`src/hdl/svfbp_pkg.sv`:
```
`default_nettype none
package svfbp_pkg;

  localparam int FW = 16;
  localparam int QW = 16;
  localparam int SRW = 18;
  localparam int CW = 32;
  localparam int DIVW = 41;
  localparam int XYW = 34;
  localparam int IW = 5;
  localparam int QDEPTH = 2;
  localparam int QAW = 1;

  localparam logic [SRW-1:0] SR_RESET = 18'd48000;
  localparam logic [FW-1:0] MIN_FREQ = 16'd20;
  localparam logic [QW-1:0] MIN_Q = 16'd128;
  localparam logic [CW-1:0] PHASE_049 = 32'd2104533975;
  localparam logic [CW-1:0] PI_Q30 = 32'd3373259426;
  localparam logic [CW-1:0] COEF_MAX = 32'h8000_0000;
  localparam logic [CW-1:0] GAIN_MAX = 32'hFFFF_FFFF;
  // upper words of 2^38 and 2^55 for the long divisions
  localparam logic [DIVW-1:0] K_NUM_HI = 41'd64;
  localparam logic [DIVW-1:0] A1_NUM_HI = 41'd8388608;
  localparam logic [DIVW-1:0] ONE_Q24 = 41'd16777216;
  localparam logic signed [XYW-1:0] ONE_Q30 = 34'sd1073741824;

  typedef struct packed {
    logic [FW-1:0]  freq;
    logic [QW-1:0]  q;
    logic [SRW-1:0] sr;
    logic           sr_zero;
    logic           phase_clamp;
  } item_t;

  typedef struct packed {
    logic            start;
    logic [DIVW-1:0] hi;
    logic [CW-1:0]   low;
    logic [DIVW-1:0] divisor;
  } div_req_t;

  typedef struct packed {
    logic          busy;
    logic          done;
    logic [CW-1:0] quot;
  } div_rsp_t;

  typedef enum logic [4:0] {
    ST_IDLE,
    ST_KDIV,
    ST_KWAIT,
    ST_XDIV,
    ST_XWAIT,
    ST_THETA,
    ST_CORDIC,
    ST_GSEL,
    ST_GWAIT,
    ST_PMUL,
    ST_PSUM,
    ST_A1DIV,
    ST_A1WAIT,
    ST_A2MUL,
    ST_A2SAT,
    ST_A3MUL,
    ST_A3SAT,
    ST_DONE
  } state_t;

  function automatic logic [CW-1:0] atan_q30(input logic [IW-1:0] i);
    logic [CW-1:0] v;
    case (i)
      5'd0:  v = 32'h3243F6A8;
      5'd1:  v = 32'h1DAC6705;
      5'd2:  v = 32'h0FADBAFC;
      5'd3:  v = 32'h07F56EA6;
      5'd4:  v = 32'h03FEAB76;
      5'd5:  v = 32'h01FFD55B;
      5'd6:  v = 32'h00FFFAAA;
      5'd7:  v = 32'h007FFF55;
      5'd8:  v = 32'h003FFFEA;
      5'd9:  v = 32'h001FFFFD;
      5'd10: v = 32'h000FFFFF;
      5'd11: v = 32'h0007FFFF;
      5'd12: v = 32'h0003FFFF;
      5'd13: v = 32'h0001FFFF;
      5'd14: v = 32'h0000FFFF;
      5'd15: v = 32'h00007FFF;
      5'd16: v = 32'h00003FFF;
      5'd17: v = 32'h00001FFF;
      5'd18: v = 32'h00000FFF;
      5'd19: v = 32'h000007FF;
      5'd20: v = 32'h000003FF;
      5'd21: v = 32'h000001FF;
      5'd22: v = 32'h000000FF;
      5'd23: v = 32'h0000007F;
      5'd24: v = 32'h0000003F;
      5'd25: v = 32'h0000001F;
      5'd26: v = 32'h0000000F;
      5'd27: v = 32'h00000008;
      5'd28: v = 32'h00000004;
      5'd29: v = 32'h00000002;
      5'd30: v = 32'h00000001;
      default: v = 32'h00000000;
    endcase
    return v;
  endfunction

endpackage
`default_nettype wire

```
`src/hdl/svfbp_front.sv`:
```
`default_nettype none
module svfbp_front (
  input  logic                     in_valid,
  output logic                     in_ready,
  input  logic [15:0]              centre_freq_hz,
  input  logic [15:0]              quality,
  input  logic [17:0]              sr,
  input  logic                     q_full,
  output logic                     q_push,
  output svfbp_pkg::item_t         q_item
);
  import svfbp_pkg::*;

  logic [FW-1:0] f_cl;
  logic [QW-1:0] q_cl;
  logic [23:0]   f_x100;
  logic [23:0]   sr_x49;

  assign f_cl = (centre_freq_hz < MIN_FREQ) ? MIN_FREQ : centre_freq_hz;
  assign q_cl = (quality < MIN_Q) ? MIN_Q : quality;
  // limit at 0.49 of the sample rate
  assign f_x100 = 24'(f_cl) * 24'd100;
  assign sr_x49 = 24'(sr) * 24'd49;

  assign in_ready = !q_full;
  assign q_push = in_valid && !q_full;

  always_comb begin
    q_item.freq = f_cl;
    q_item.q = q_cl;
    q_item.sr = sr;
    q_item.sr_zero = (sr == '0);
    q_item.phase_clamp = (f_x100 > sr_x49);
  end

endmodule
`default_nettype wire

```
`config.mk`:
```
export PLATFORM = sky130hd
export DESIGN_NAME = svfbp_front
export DESIGN_NICKNAME = d
export VERILOG_FILES = /design/src/hdl/svfbp_pkg.sv /design/src/hdl/svfbp_front.sv
export SDC_FILE = /design/constraint.sdc
export NUM_CORES = 1
export LEC_CHECK = 0
export ABC_CLOCK_PERIOD_IN_PS = 7700
export BUFFER_PORTS_ARGS = -buffer_cell sky130_fd_sc_hd__buf_2
export CAP_MARGIN = 0
export CORE_MARGIN = 4
export CORE_UTILIZATION = 30
export DETAILED_ROUTE_END_ITERATION = 6
export PLACE_DENSITY = 0.57
export SLEW_MARGIN = 20
export SYNTH_ARGS = -nofsm -noshare
export SYNTH_HDL_FRONTEND = slang
export SYNTH_SLANG_ARGS = --single-unit
```
`constraint.sdc`:
```
create_clock -name vclk -period 7.7
set_clock_uncertainty 0.05 [all_clocks]
set_input_delay 1.54 -clock vclk [all_inputs]
set_output_delay 1.54 -clock vclk [all_outputs]
set_load 0.02 [all_outputs]
```
## Yosys cells after proc, flatten, opt, wreduce, memory -nomap -nowiden

Cells that the tools add are included.

- Register bits after elaboration: 0
- Output and inout port bits: 54

- Multiply operators: 2
- $lt $le $gt $ge: 3
- Multiplexer cells: 2
- Reductions and logical operators: 3

Operators with widths:

| kind | number |
|---|---|
| 16-bit two-way mux | 2 |
| 23-bit by 24-bit greater-than comparator with 1-bit output | 1 |
| 18-bit by 6-bit multiplier with 24-bit output (second input constant) | 1 |
| 16-bit by 5-bit multiplier with 21-bit output (second input constant) | 1 |
| 18-bit zero test | 1 |
| 16-bit by 5-bit less-than comparator with 1-bit output (second input constant) | 1 |
| 16-bit by 8-bit less-than comparator with 1-bit output (second input constant) | 1 |
| 1-bit logical AND | 1 |
| 1-bit zero test | 1 |

## Longest topological paths before layout

- Depth after elaboration: 4
- Depth in mapped cells: 25
- Gate-level depth less buffers: 25

## Worst setup path before layout

Ideal clock, no wire load.

- Kind: input-to-output
- From: in centre_freq_hz[14]
- To: out q_item[0] (netlist name)
- Arrival: 7.078 ns
- Setup slack: -0.968 ns
- Stages on the path: 22
- Path buffers: 0
- Path through: inv_1 > ha_1 > nor4b_1 > nand4_1 > and2_1 > ha_1 > ha_1 > fa_1 > ha_1 > a21oi_2 > nand2_1 > a221o_1 > o41a_1 > o2111ai_2 > a2111o_1 > o311ai_2 > ha_1 > a21o_1 > a21oi_1 > nand3b_1 > mux2i_1 > a2111oi_0

RTL lines:

| item | RTL line | source |
|---|---|---|
| start: declaration | svfbp_front.sv:5 | `input logic [15:0] centre_freq_hz,` |
| end: declaration | svfbp_front.sv:10 | `output svfbp_pkg::item_t q_item` |

==> results.toml <==
[synth]
syn_area_um2 = 4310
yosys_warnings = 0
syn_inst = 545
syn_area_per_cell_um2 = 7.91
yosysSeqAreaShare_pct = 0
synth_nets = 762
synth.distinct_cells = 48

[floorplanning]
die_w_um = 128
die_h_um = 128
row_count = 43
initial_core_util_pct = 30.8
core_um2 = 14000
dieArea_um2 = 16300
io_pins = 106

[timing]
tns_ns = -0.341
slew_viol_final = 0
hold_viol = 0
slew_headroom_pct = 72.9
worstMarginPinSlew_ns = 0.396
fmax_mhz = 124
setup_viol = 1
rsz0062_at_grt = "yes"
min_period_over_period_pct = 104
fin_ws_ns = -0.341
period_needed_ns = 8.04

[job]
cap_violations = 0

[drt]
drt_first_pass_iters = 4
wl_per_cell_um = 11.6
postRouteAntennaNets = 0
drc = 0
vias = 3866
drtIter0Drc = 117
via_per_inst = 4.63
routed_wl_um = 9660

[placement]
numPortBuffers = 106
placed_cell_area_um2 = 5350
post-place-cells = 834
gp_congestion = 0.827
place_hpwl_um = 8980

[outcome]
status = "finished with violations"
violations = "setup timing"

[global_routing]
grt_start_max_net_pins = 9
grt_pass1_wl_um = 16900
grt_pass1_vias = 4000
antenna_found_initial = 0
grt_overflow = 0
grt_use_total_pct = 11.8

[setup_path]
crit_family = "compound AO/OA/AOI/OAI gates"
crit_path_end_kind = "output port"
critPathBufInv = 4
cpMaxStageDelayCell = "fa_1"
crit_type = "input port to output port"
cpMostUsedCell = "ha_4"
cp_max_fo = 6
arrival_ns = 6.45
slowest_delay_ns = 0.56
required_ns = 6.11
cp-start-kind = "input port"

[cells_and_area]
regArea_um2 = 0
flops_and_latches = 0
layout_common_cells = "ha_1, inv_1, buf_2, buf_4, a21oi_1"
instances_no_fill = 835
layout-drive-gt1-share_pct = 28.7
post-route-util_pct = 39.0
diodes = 0
syn_to_final_growth_pct = 26.5
final_cell_area_um2 = 5450
finalNetCount = 874
final_common_cell = "ha_1"
nClkBuffers = 0
fillCellCount = 1480

[pwr]
ir_drop_mv = 0.100
p_sw_w = 0.000488
p_sw_share_pct = 53.4
seqPwrFrac_pct = 0
p_leak_nw = 3.11
internal_power_w = 0.000426
cellPowerDensity_nw_per_um2 = 168
comb_power_share_pct = 100.0
clkPwrFrac_pct = 0

[clock_network]
cts_hold_buf = 0

[min_path]
hp-class = "input port to output port"
[through the flow]
step | power (W) | setup slack, ns | hold slack (ns)
4_1_cts | 0.000928 | -0.409 | 3.27
3_3_place_gp | 0.000855 | -0.487 | 3.27
6_report | 0.000915 | -0.341 | 3.27
2_1_floorplan | 0.000663 | -0.0812 | 3.11
5_1_grt | 0.00106 | -0.627 | 3.27
3_5_place_dp | 0.000879 | -0.625 | 3.27
[path summary, 6_finish.rpt]
kind / start / to / slack (ns) / cells after the start
hold / removal: quality[11] / q_item[31] / 3.27 / 2
setup / recovery: centre_freq_hz[15] / q_item[0] / -0.34 / 25
[cell usage after synthesis, drive strengths merged, types with 2 or more instances]
cell type	n	share of area, %
ha	141	41
inv	130	11
a21oi	28	3.4
fa	24	11
xnor2	20	4.1
buf	19	3.3
clkbuf	18	1.6
o21ai	18	2.2
nor2	17	1.5
nand2	16	1.4
nand3	13	1.5
a21o	12	2.1
and2	11	1.6
nand4	10	1.5
xor2	9	1.8
nand2b	7	1.0
a211oi	5	0.87
nor2b	5	0.73
nor3	5	0.58
nor4	5	0.73
o31ai	5	1.2
o21bai	3	0.52
a2111oi	2	0.41
a221o	2	0.46
and3	2	0.29
o21a	2	0.35
or3	2	0.29
[power by group through the flow]
stage               sequential [W]  clock, W  combinational, W
global placement                 0         0          0.000855
finish                           0         0          0.000915
CTS                              0         0          0.000928
global route                     0         0           0.00106
floorplan                        0         0          0.000663
detailed placement               0         0          0.000879
[cell type report]
| cell class | count | area [um^2] | share of cell area (%) |
|---|---|---|---|
| Multi-Input combinational cell | 378 | 3850 | 70.7 |
| Tap cell | 180 | 225 | 4.13 |
| Timing Repair Buffer | 147 | 866 | 15.9 |
| Inverter | 130 | 508 | 9.32 |
[timing repair]
action                     in CTS  in global routing
setup endpoints to repair       1                  1
setup buffers                   1                  0
resized for setup              18                  1
pin swaps                      14                  1
[metal layers]
layer	vias up	GRT usage, %	share of wire (%)	routed length [um]
li1	2007	-	-	-
met1	1774	15.6	47	4510
met2	83	22.6	49	4730
met3	2	0.375	4.2	409
met4	0	0.187	0.17	16
met5	-	0	0	0
[cell families after synthesis]
logic type	Yosys count	share of synthesized area [%]
buf+inv	167	16.2
fa+ha+maj	165	52.1
xor+xnor	29	5.89
simple gates	96	11.6
mux	1	0.232
compound gates	87	14.0
No activity file was read; power rests on OpenSTA's default activity.
