`src/hdl/svfbp_pkg.sv`:
```
`default_nettype none
package svfbp_pkg;

  localparam int FW = 16;
  localparam int QW = 16;
  localparam int SRW = 18;
  localparam int CW = 32;
  localparam int DIVW = 41;
  localparam int XYW = 34;
  localparam int IW = 5;
  localparam int QDEPTH = 2;
  localparam int QAW = 1;

  localparam logic [SRW-1:0] SR_RESET = 18'd48000;
  localparam logic [FW-1:0] MIN_FREQ = 16'd20;
  localparam logic [QW-1:0] MIN_Q = 16'd128;
  localparam logic [CW-1:0] PHASE_049 = 32'd2104533975;
  localparam logic [CW-1:0] PI_Q30 = 32'd3373259426;
  localparam logic [CW-1:0] COEF_MAX = 32'h8000_0000;
  localparam logic [CW-1:0] GAIN_MAX = 32'hFFFF_FFFF;
  // upper words of 2^38 and 2^55 for the long divisions
  localparam logic [DIVW-1:0] K_NUM_HI = 41'd64;
  localparam logic [DIVW-1:0] A1_NUM_HI = 41'd8388608;
  localparam logic [DIVW-1:0] ONE_Q24 = 41'd16777216;
  localparam logic signed [XYW-1:0] ONE_Q30 = 34'sd1073741824;

  typedef struct packed {
    logic [FW-1:0]  freq;
    logic [QW-1:0]  q;
    logic [SRW-1:0] sr;
    logic           sr_zero;
    logic           phase_clamp;
  } item_t;

  typedef struct packed {
    logic            start;
    logic [DIVW-1:0] hi;
    logic [CW-1:0]   low;
    logic [DIVW-1:0] divisor;
  } div_req_t;

  typedef struct packed {
    logic          busy;
    logic          done;
    logic [CW-1:0] quot;
  } div_rsp_t;

  typedef enum logic [4:0] {
    ST_IDLE,
    ST_KDIV,
    ST_KWAIT,
    ST_XDIV,
    ST_XWAIT,
    ST_THETA,
    ST_CORDIC,
    ST_GSEL,
    ST_GWAIT,
    ST_PMUL,
    ST_PSUM,
    ST_A1DIV,
    ST_A1WAIT,
    ST_A2MUL,
    ST_A2SAT,
    ST_A3MUL,
    ST_A3SAT,
    ST_DONE
  } state_t;

  function automatic logic [CW-1:0] atan_q30(input logic [IW-1:0] i);
    logic [CW-1:0] v;
    case (i)
      5'd0:  v = 32'h3243F6A8;
      5'd1:  v = 32'h1DAC6705;
      5'd2:  v = 32'h0FADBAFC;
      5'd3:  v = 32'h07F56EA6;
      5'd4:  v = 32'h03FEAB76;
      5'd5:  v = 32'h01FFD55B;
      5'd6:  v = 32'h00FFFAAA;
      5'd7:  v = 32'h007FFF55;
      5'd8:  v = 32'h003FFFEA;
      5'd9:  v = 32'h001FFFFD;
      5'd10: v = 32'h000FFFFF;
      5'd11: v = 32'h0007FFFF;
      5'd12: v = 32'h0003FFFF;
      5'd13: v = 32'h0001FFFF;
      5'd14: v = 32'h0000FFFF;
      5'd15: v = 32'h00007FFF;
      5'd16: v = 32'h00003FFF;
      5'd17: v = 32'h00001FFF;
      5'd18: v = 32'h00000FFF;
      5'd19: v = 32'h000007FF;
      5'd20: v = 32'h000003FF;
      5'd21: v = 32'h000001FF;
      5'd22: v = 32'h000000FF;
      5'd23: v = 32'h0000007F;
      5'd24: v = 32'h0000003F;
      5'd25: v = 32'h0000001F;
      5'd26: v = 32'h0000000F;
      5'd27: v = 32'h00000008;
      5'd28: v = 32'h00000004;
      5'd29: v = 32'h00000002;
      5'd30: v = 32'h00000001;
      default: v = 32'h00000000;
    endcase
    return v;
  endfunction

endpackage
`default_nettype wire

```
`src/hdl/svfbp_fifo.sv`:
```
`default_nettype none
module svfbp_fifo (
  input  logic              clk,
  input  logic              rst,
  input  logic              push,
  input  svfbp_pkg::item_t  push_item,
  output logic              full,
  input  logic              pop,
  output logic              head_valid,
  output svfbp_pkg::item_t  head_item
);
  import svfbp_pkg::*;

  item_t          entries [QDEPTH];
  logic [QAW-1:0] wr_ptr;
  logic [QAW-1:0] rd_ptr;
  logic [QAW:0]   count;

  assign full = (count == (QAW+1)'(QDEPTH));
  assign head_valid = (count != '0);
  assign head_item = entries[rd_ptr];

  always_ff @(posedge clk) begin
    if (rst) begin
      wr_ptr <= '0;
      rd_ptr <= '0;
      count <= '0;
    end else begin
      if (push) wr_ptr <= wr_ptr + 1'b1;
      if (pop) rd_ptr <= rd_ptr + 1'b1;
      if (push && !pop) count <= count + 1'b1;
      else if (pop && !push) count <= count - 1'b1;
    end
  end

  always_ff @(posedge clk) begin
    if (push) entries[wr_ptr] <= push_item;
  end

endmodule
`default_nettype wire

```
`config.mk`:
```
export PLATFORM = sky130hd
export DESIGN_NAME = svfbp_fifo
export DESIGN_NICKNAME = d
export VERILOG_FILES = /design/src/hdl/svfbp_pkg.sv /design/src/hdl/svfbp_fifo.sv
export SDC_FILE = /design/constraint.sdc
export NUM_CORES = 1
export LEC_CHECK = 0
export BUFFER_PORTS_ARGS = -buffer_cell sky130_fd_sc_hd__buf_4
export CAP_MARGIN = 40
export CORE_MARGIN = 3
export CORE_UTILIZATION = 45
export DETAILED_ROUTE_END_ITERATION = 16
export PLACE_DENSITY_LB_ADDON = 0.25
export SYNTH_ARGS = -nofsm -noshare
export SYNTH_HDL_FRONTEND = slang
export SYNTH_SLANG_ARGS = --single-unit
```
`constraint.sdc`:
```
create_clock -name clk -period 4.2 [get_ports clk]
set_input_delay 0.42 -clock clk [delete_from_list [all_inputs] [get_ports clk]]
set_output_delay 0.42 -clock clk [all_outputs]
set_load 0.01 [all_outputs]
```
**Yosys cells after proc, flatten, opt, wreduce, memory -nomap -nowiden**

Memory sizes are Yosys's and may differ from the RTL's. A register that Yosys moved wholly into a read port is not among the register bits.
Cells that the tools add are included.
Widths: inputs -> output; s select.

- Logic and storage cells: 21
- Bits in registers: 4
- Memories: 1
- Input bits: 56
- Output and inout bits: 54
- Bits in writable memories: 104

- Reductions and logical operators: 6
- Add/sub/neg operators: 4
- Muxes and demuxes: 6
- Eq/ne operators: 1

Memories:

| memory | words | width | read ports | clocked after memory_dff | wr ports | RTL line | text |
|---|---|---|---|---|---|---|---|
| entries | 2 | 52 | 1 | 1 | 1 | svfbp_fifo.sv:14 | `item_t entries [QDEPTH];` |

Operators by type and width:

| operator | number |
|---|---|
| $mux 1 | 4 |
| $mux 2 | 2 |
| $reduce_bool 2->1 | 2 |
| $add 1x1->1 const B | 2 |
| $add 2x1->2 const B | 1 |
| $eq 2x2->1 const B | 1 |
| $logic_and 1x1->1 | 2 |
| $logic_not 1->1 | 2 |
| $sub 2x1->2 const B | 1 |

**Longest topological paths before layout**

Gate-level depths: netlist of the first run.

- Depth in word-level cells: 4
- Gate-level depth with buffers: 5
- Depth with buffers taken out: 5

**Worst setup path after synthesis of the first run**

No wires, ideal clock.

- Kind: in2reg
- From: in push
- To: mem entries[0][0] (netlist bit) (enable)
- Stages: 1
- Buffers on the path: 0
- Path slack: 1.010 ns
- Arrival: 2.722 ns
- Library setup time: 0.468 ns
- Data required time: 3.732 ns
- Cell sequence: nor2b_1

- Longest elaborated chain between the ends: 2

RTL lines:

| item | RTL line | text |
|---|---|---|
| start: declaration | svfbp_fifo.sv:5 | `input logic push,` |
| $mux 1 | svfbp_fifo.sv:37 | `if (push) entries[wr_ptr] <= push_item;` |
| $mux 1 (not written as such) | svfbp_fifo.sv:37 |  |
| end: declaration | svfbp_fifo.sv:14 |  |

No other way between the ends.

==> impl_metrics.tcl, run 1 <==
set metrics [dict create \
    report.final.slew_viol_count 0 \
    status "completed" \
    cts-hold-fix-buffers 0 \
    clkSlewWorstSetupHoldPaths_ns 0.11 \
    rr_startpoint "wr_ptr$_SDFFE_PP0P_" \
    maxCapViolCount 0 \
    placementRows 33 \
    grt_first_pass_wirelength_mm 10.94 \
    route.antenna.remaining_nets 0 \
    worstPathRequired_ns 3.78 \
    vdd_drop_max_mv 0.2585 \
    dominantRegCellSynth "edfxtp_1" \
    final-setup-viol-count 0 \
    worst_slew_pin_slew_ns 0.7105 \
    clock-root-buffer "clkbuf_8" \
    commonest_cells_in_the_synthesized_netlist "104 x edfxtp_1, 52 x mux2_2, 5 x buf_6, 5 x dfxtp_1, 4 x nor2_1" \
    grt_antenna_before_repair 0 \
    synthesis.area_um2 3980 \
    reg2regPathDepth 2 \
    io_buffer_count 109 \
    globalRouteMet1Util 0.1762 \
    setup.worst_path.end_class "primary output" \
    global_route_congestion_overflow_total 0 \
    remaining_drc_errors 0 \
    hold_end "entries[0][25]$_DFFE_PP_" \
    cts_setup_buffers 0 \
    path_type_of_the_worst_setup_path "flip-flop to primary output" \
    setup_tns_ns 0 \
    clock_tree_from_tritoncts "built" \
    die_outline_area_um2 10010 \
    critical_path_peak_fanout 30 \
    post-synth-top-count-cell "edfxtp_1" \
    clock_buffers_created_by_tritoncts 9 \
    global_route.usage.met2 0.2411 \
    grt_usage 0.1445 \
    synth-seq-area-share 0.8098 \
    area_growth_syn_to_fin_pct 28.26 \
    share_of_synthesized_flip_flops_with_an_asynchronous_set_or_reset 0 \
    post_cts_resize_count 0 \
    cp-start-kind "flip-flop" \
    detail_route.iter0.violations 45 \
    static-leakage-power_nw 1.913 \
    max_slew_margin 0.5263 \
    r2r_end "entries[1][46]$_DFFE_PP_" \
    floorplan.initialDensity 0.4748 \
    grt_max_degree 31 \
    floorplan.core_area_um2 8382 \
    synth_top_area_share 0.7847 \
    synth_area_leaders "edfxtp_1 78%, mux2_2 15%, dfxtp_1 2.5%, buf_6 1.4%, xnor2_1 0.44%" \
    rsz0062_at_grt "no" \
    netlist_instances 184 \
    detailedRoute.firstPassIterationCount 4 \
    synth_edf_count 104 \
    ioPinCount 110 \
    cts_num_sinks 109 \
    yosys_register_bits 109 \
    worstHoldPathCells 1 \
    synth_cell_types 17 \
    worst-r2r-setup-slack_ns 2.38 \
    min-delay-start "push_item[25]" \
    nets 359 \
    gr-max-usage-layer "met2" \
    arrival_time_at_the_worst_endpoint_ns 2.09 \
    layout_min_cycle_time_ns 2.510 \
    cellPowerDensity_nw_per_um2 427.3 \
    avgRoutedWirePerCell_um 16.75 \
    leading_area_contributor_after_synthesis "edfxtp_1" \
    post_synth.cell_area_avg_um2 21.63 \
    place.gp.congestion 0.6742 \
    ctsHtreeMaxLevel 3 \
    viasPerCell 4.896 \
    clockBufferDepth 2 \
    clock.fmax_ghz 0.3984 \
    antenna_diode_count 0 \
    gr-usage-met3 0.05003 \
    dr_total_vias 2017 \
    ys.warnings.count 0 \
    dp_hpwl_mm 4.684 \
    die_w_um 100.0 \
    dieHeight_um 100.0 \
    skew_ns 0.01117 \
    totalWireLength_mm 6.902 \
    hold-worst-slack_ns 0.2325 \
    synthesized_nets 241 \
    final_layout_size_suffix_gt1_frac 0.6026 \
    period_share 0.5976 \
    finalHoldViolCount 0 \
    timing.hold.worst.class "input port to flip-flop" \
    worstSkewPairLatency_ns 0.36 \
    grt_pass1_vias 2191 \
]
[where the power goes]
part	leakage (nW)	internal (mW)	switching (mW)
logic	0.804	0.171	0.133
clock network	0.0909	0.229	0.360
registers	1.02	1.26	0.0244
[kinds of logic after synthesis]
logic type      after synthesis  synth area share
xor+xnor                      4          0.008804
fa+ha+maj                     1          0.003143
mux                          52            0.1471
flops                       109            0.8098
compound gates                2          0.002513
buf+inv                       7           0.01634
simple gates                  9           0.01226
[worst max-delay path by stage]
| stage | cells past startpoint | start | to | slack [ns] |
|---|---|---|---|---|
| 6_report | 3 | flip-flop | head_item[2] | 1.69 |
| 5_1_grt | 3 | flip-flop | head_item[32] | 1.50 |
| 4_1_cts | 3 | flip-flop | head_item[32] | 1.61 |
| 3_5_place_dp | 3 | flip-flop | head_item[32] | 2.03 |
| 3_3_place_gp | 3 | flip-flop | head_item[32] | 2.04 |
| 2_1_floorplan | 1 | push | entries[0][0]$_DFFE_PP_ | 1.01 |
[registers in the layout (all words and copies together), names as in the netlist, named ones only]
register  cells
entries     104
count         2
rd_ptr        1
wr_ptr        1
[critical path: stages, from the launching register on]
cell and delay [ns]:
dfxtp_2 0.68, buf_4 0.47, mux2_2 0.41, buf_4 0.15
[metal layers]
layer  routed length, um  share of wire
met3                 542          0.079
met1                2823           0.41
met5                   0              0
met2                3463           0.50
met4                  72          0.010
[area by class of cell]
cell class	count	area [um2]
Timing Repair Buffer	113	860.8
Tap cell	105	131.4
Multi-Input combinational cell	68	700.7
Clock buffer	10	127.6
Fill cell	652	3277
Clock inverter	6	56.30
Inverter	1	3.754
Sequential cell	109	3224
[per-stage QoR]
stage	cell area, um2	utilization	worst slack, ns	std cells	power, mW
after global placement	4901	0.5847	2.038	395	1.615
final	5105	0.6090	1.690	412	2.181
after global routing	5105	0.6090	1.504	412	2.276
after CTS	5105	0.6090	1.614	412	2.206
after detailed placement	4921	0.5871	2.034	396	1.625
after floorplan	3980	-	1.010	184	1.464
[placed cells by master (no fill, tap or decap), drive strengths merged]
cell / netlist / final
a21oi: 1 / 1
and2: 1 / 1
and2b: 1 / 1
buf: 6 / 113
clkbuf: 0 / 10
clkinv: 0 / 2
clkinvlp: 0 / 1
dfxtp: 5 / 5
edfxtp: 104 / 104
ha: 1 / 1
inv: 1 / 4
mux2: 52 / 52
nor2: 4 / 4
nor2b: 1 / 1
o21ai: 1 / 1
or2: 1 / 1
or3: 1 / 1
xnor2: 2 / 2
xor2: 2 / 2
No activity file was read; power rests on OpenSTA's default activity.
==> run 2: changes to the inputs <==
- ABC_AREA: unset -> 1
- clock period: 4.2 -> 2.25 ns (I/O delays scaled with it)
==> run 2 against run 1 <==
- clock power rose by 84%
- core utilization fell by 0.96 points
- area after synthesis rose by 6.4%
- largest cell class unchanged
- highest routed layer unchanged
==> impl_metrics.tcl, run 2 <==
set metrics [dict create \
    setup_tns_ns 0 \
    leading_area_contributor_after_synthesis "edfxtp_1" \
    timing.hold.worst.class "input port to flip-flop" \
    ioPinCount 110 \
    clock_buffers_created_by_tritoncts 9 \
    io_buffer_count 109 \
    setup.worst_path.end_class "primary output" \
    dominantRegCellSynth "edfxtp_1" \
    cts_setup_buffers 0 \
    worst_path_max_delay_cell "dfxtp_4" \
    dieHeight_um 103 \
    cts_num_sinks 109 \
    yosys_register_bits 109 \
    status "completed" \
    dp_hpwl_mm 4.913 \
    synth_edf_count 104 \
    period_share 0.8320 \
    detail_route.iter0.violations 54 \
    commonest_cells_in_the_synthesized_netlist "104 x edfxtp_1, 50 x mux2_4, 9 x inv_1, 6 x nand2_1, 6 x nor2_1" \
    worstSkewPairLatency_ns 0.35 \
    worst_slew_pin_slew_ns 0.4254 \
    area_growth_syn_to_fin_pct 26.48 \
    reg_top3 "entries x104, count x2" \
    muxShareOfSynthArea 0.1826 \
    grt_usage 0.1377 \
    netlist_instances 195 \
    synth_cell_types 16 \
    viasPerCell 4.809 \
    post-synth-top-count-cell "edfxtp_1" \
    cp-start-kind "flip-flop" \
    worstPathRequired_ns 2.03 \
    grt_antenna_before_repair 0 \
    report.final.slew_viol_count 0 \
    cellPowerDensity_nw_per_um2 762.0 \
    layout.cells.most_common "buf_4" \
    path_type_of_the_worst_setup_path "flip-flop to primary output" \
    post_synth_fa_ha_maj_area_fraction 0.002955 \
    largest_reg_flops 104 \
    worstHoldPathCells 2 \
    placed_cells_incl_taps 414 \
    grt_pass1_vias 2180 \
    global_route_congestion_overflow_total 0 \
    arrival_time_at_the_worst_endpoint_ns 1.65 \
    route.antenna.remaining_nets 0 \
    synth-seq-area-share 0.7612 \
    nFillCells 679 \
    die_outline_area_um2 10610 \
    synthSimpleGateAreaFrac 0.01448 \
    maxCapViolCount 0 \
    layout_min_cycle_time_ns 1.872 \
    reg2regPathDepth 3 \
    synth_xor_xnor_area_share 0.002069 \
    synth_top_area_share 0.7376 \
    dr_total_vias 2068 \
    grt_max_degree 31 \
    detailedRoute.firstPassIterationCount 4 \
    avgRoutedWirePerCell_um 16.57 \
    antenna_diode_count 0 \
    rsz0062_at_grt "no" \
    clock-root-buffer "clkbuf_8" \
    final_cell_count_no_fill 430 \
    crit_path_max_incr_delay_ns 0.56 \
    clockBufferDepth 2 \
    combinational_family_with_the_most_area_after_synthesis "multiplexers" \
    crit_top_cell "buf_4" \
    ys.warnings.count 0 \
    skew_ns 0.009507 \
    finalHoldViolCount 0 \
    synth_compound_area_frac 0.002364 \
    floorplan.initialDensity 0.4739 \
    clock_tree_from_tritoncts "built" \
    clock.fmax_ghz 0.5342 \
    nets 374 \
    post_synth.cell_area_avg_um2 21.71 \
    share_of_synthesized_flip_flops_with_an_asynchronous_set_or_reset 0 \
    clkSlewWorstSetupHoldPaths_ns 0.09 \
    die_w_um 103 \
    static-leakage-power_nw 2.159 \
    synthesis.area_um2 4234 \
    post_cts_resize_count 0 \
    final-setup-viol-count 0 \
    layout.cells.most_common_list "115 x buf_4, 104 x edfxtp_1, 50 x mux2_4" \
    register_with_the_highest_flop_count "entries" \
    floorplan.core_area_um2 8934 \
    timing.critical_path.cells "buf_4, mux2_4, buf_4" \
    totalWireLength_mm 7.125 \
    critical_path_peak_fanout 16 \
    place.gp.congestion 0.6705 \
    cts-hold-fix-buffers 0 \
    synthesized_nets 252 \
    max_slew_margin 0.7164 \
    placementRows 34 \
    grt_first_pass_wirelength_mm 10.80 \
    final_layout_size_suffix_gt1_frac 0.5839 \
    remaining_drc_errors 0 \
    ctsHtreeMaxLevel 3 \
    vdd_drop_max_mv 0.4309 \
    synth_area_leaders "edfxtp_1 74%, mux2_4 18%, buf_12 2.4%, dfxtp_1 2.4%, inv_1 0.80%" \
]
[run 2: area by class of cell]
cell class | instances | area [um2] | share of cell area
well taps | 108 | 135.1 | 0.02523
clock inverters | 6 | 45.04 | 0.008411
flip-flops and latches | 109 | 3227 | 0.6026
multi-input cells | 71 | 873.3 | 0.1631
inverters | 9 | 33.78 | 0.006308
clock buffers | 10 | 137.6 | 0.02570
repair buffers | 117 | 903.4 | 0.1687
[run 2: report_power, final]
part / switching (mW) / leakage [nW] / internal [mW]
logic: 0.252 / 1.04 / 0.364
clock network: 0.637 / 0.0970 / 0.442
registers: 0.0433 / 1.02 / 2.34
total: 0.932 / 2.16 / 3.15
[run 2: per-layer routing]
| layer | part of all wire | vias to the layer above | track usage |
|---|---|---|---|
| met3 | 0.061 | 7 | 0.04330 |
| met1 | 0.40 | 1005 | 0.1596 |
| met5 | 0 | - | 0 |
| met4 | 0.0086 | 0 | 0.05080 |
| li1 | - | 986 | - |
| met2 | 0.53 | 70 | 0.2398 |
[run 2: per-stage QoR]
stage          instance area [um2]  worst slack [ns]  hold WS, ns  utilization  power [mW]
5_1_grt                       5355            0.2833      0.01404       0.5994       4.278
2_1_floorplan                 4237            0.1444       0.2974            -       2.784
6_report                      5355            0.3779      0.04690       0.5994       4.080
3_3_place_gp                  5172            0.7487       0.4096       0.5790       3.047
3_5_place_dp                  5172            0.7311       0.4105       0.5790       3.062
4_1_cts                       5355            0.3302      0.02611       0.5994       4.146
[run 2: final timing paths]
path                       start                  endpoint  slack (ns)
max                    flip-flop             head_item[45]        0.38
min                          rst                 flip-flop        0.05
max reg2reg  wr_ptr$_SDFFE_PP0P_  entries[1][26]$_DFFE_PP_        0.96
min reg2reg  rd_ptr$_SDFFE_PP0P_       rd_ptr$_SDFFE_PP0P_        0.53
[run 2: cells by family after synthesis]
kind of cell    count (synthesis)
fa+ha+maj                       1
buf+inv                        15
simple gates                   15
compound gates                  2
mux                            52
xor+xnor                        1
flops                         109
[run 2: worst max-delay path: cells and delay by family, from the launching register on]
kind,cells,cell delay (ns)
DFF,1,0.56
buffers and inverters,2,0.42
muxes,1,0.32
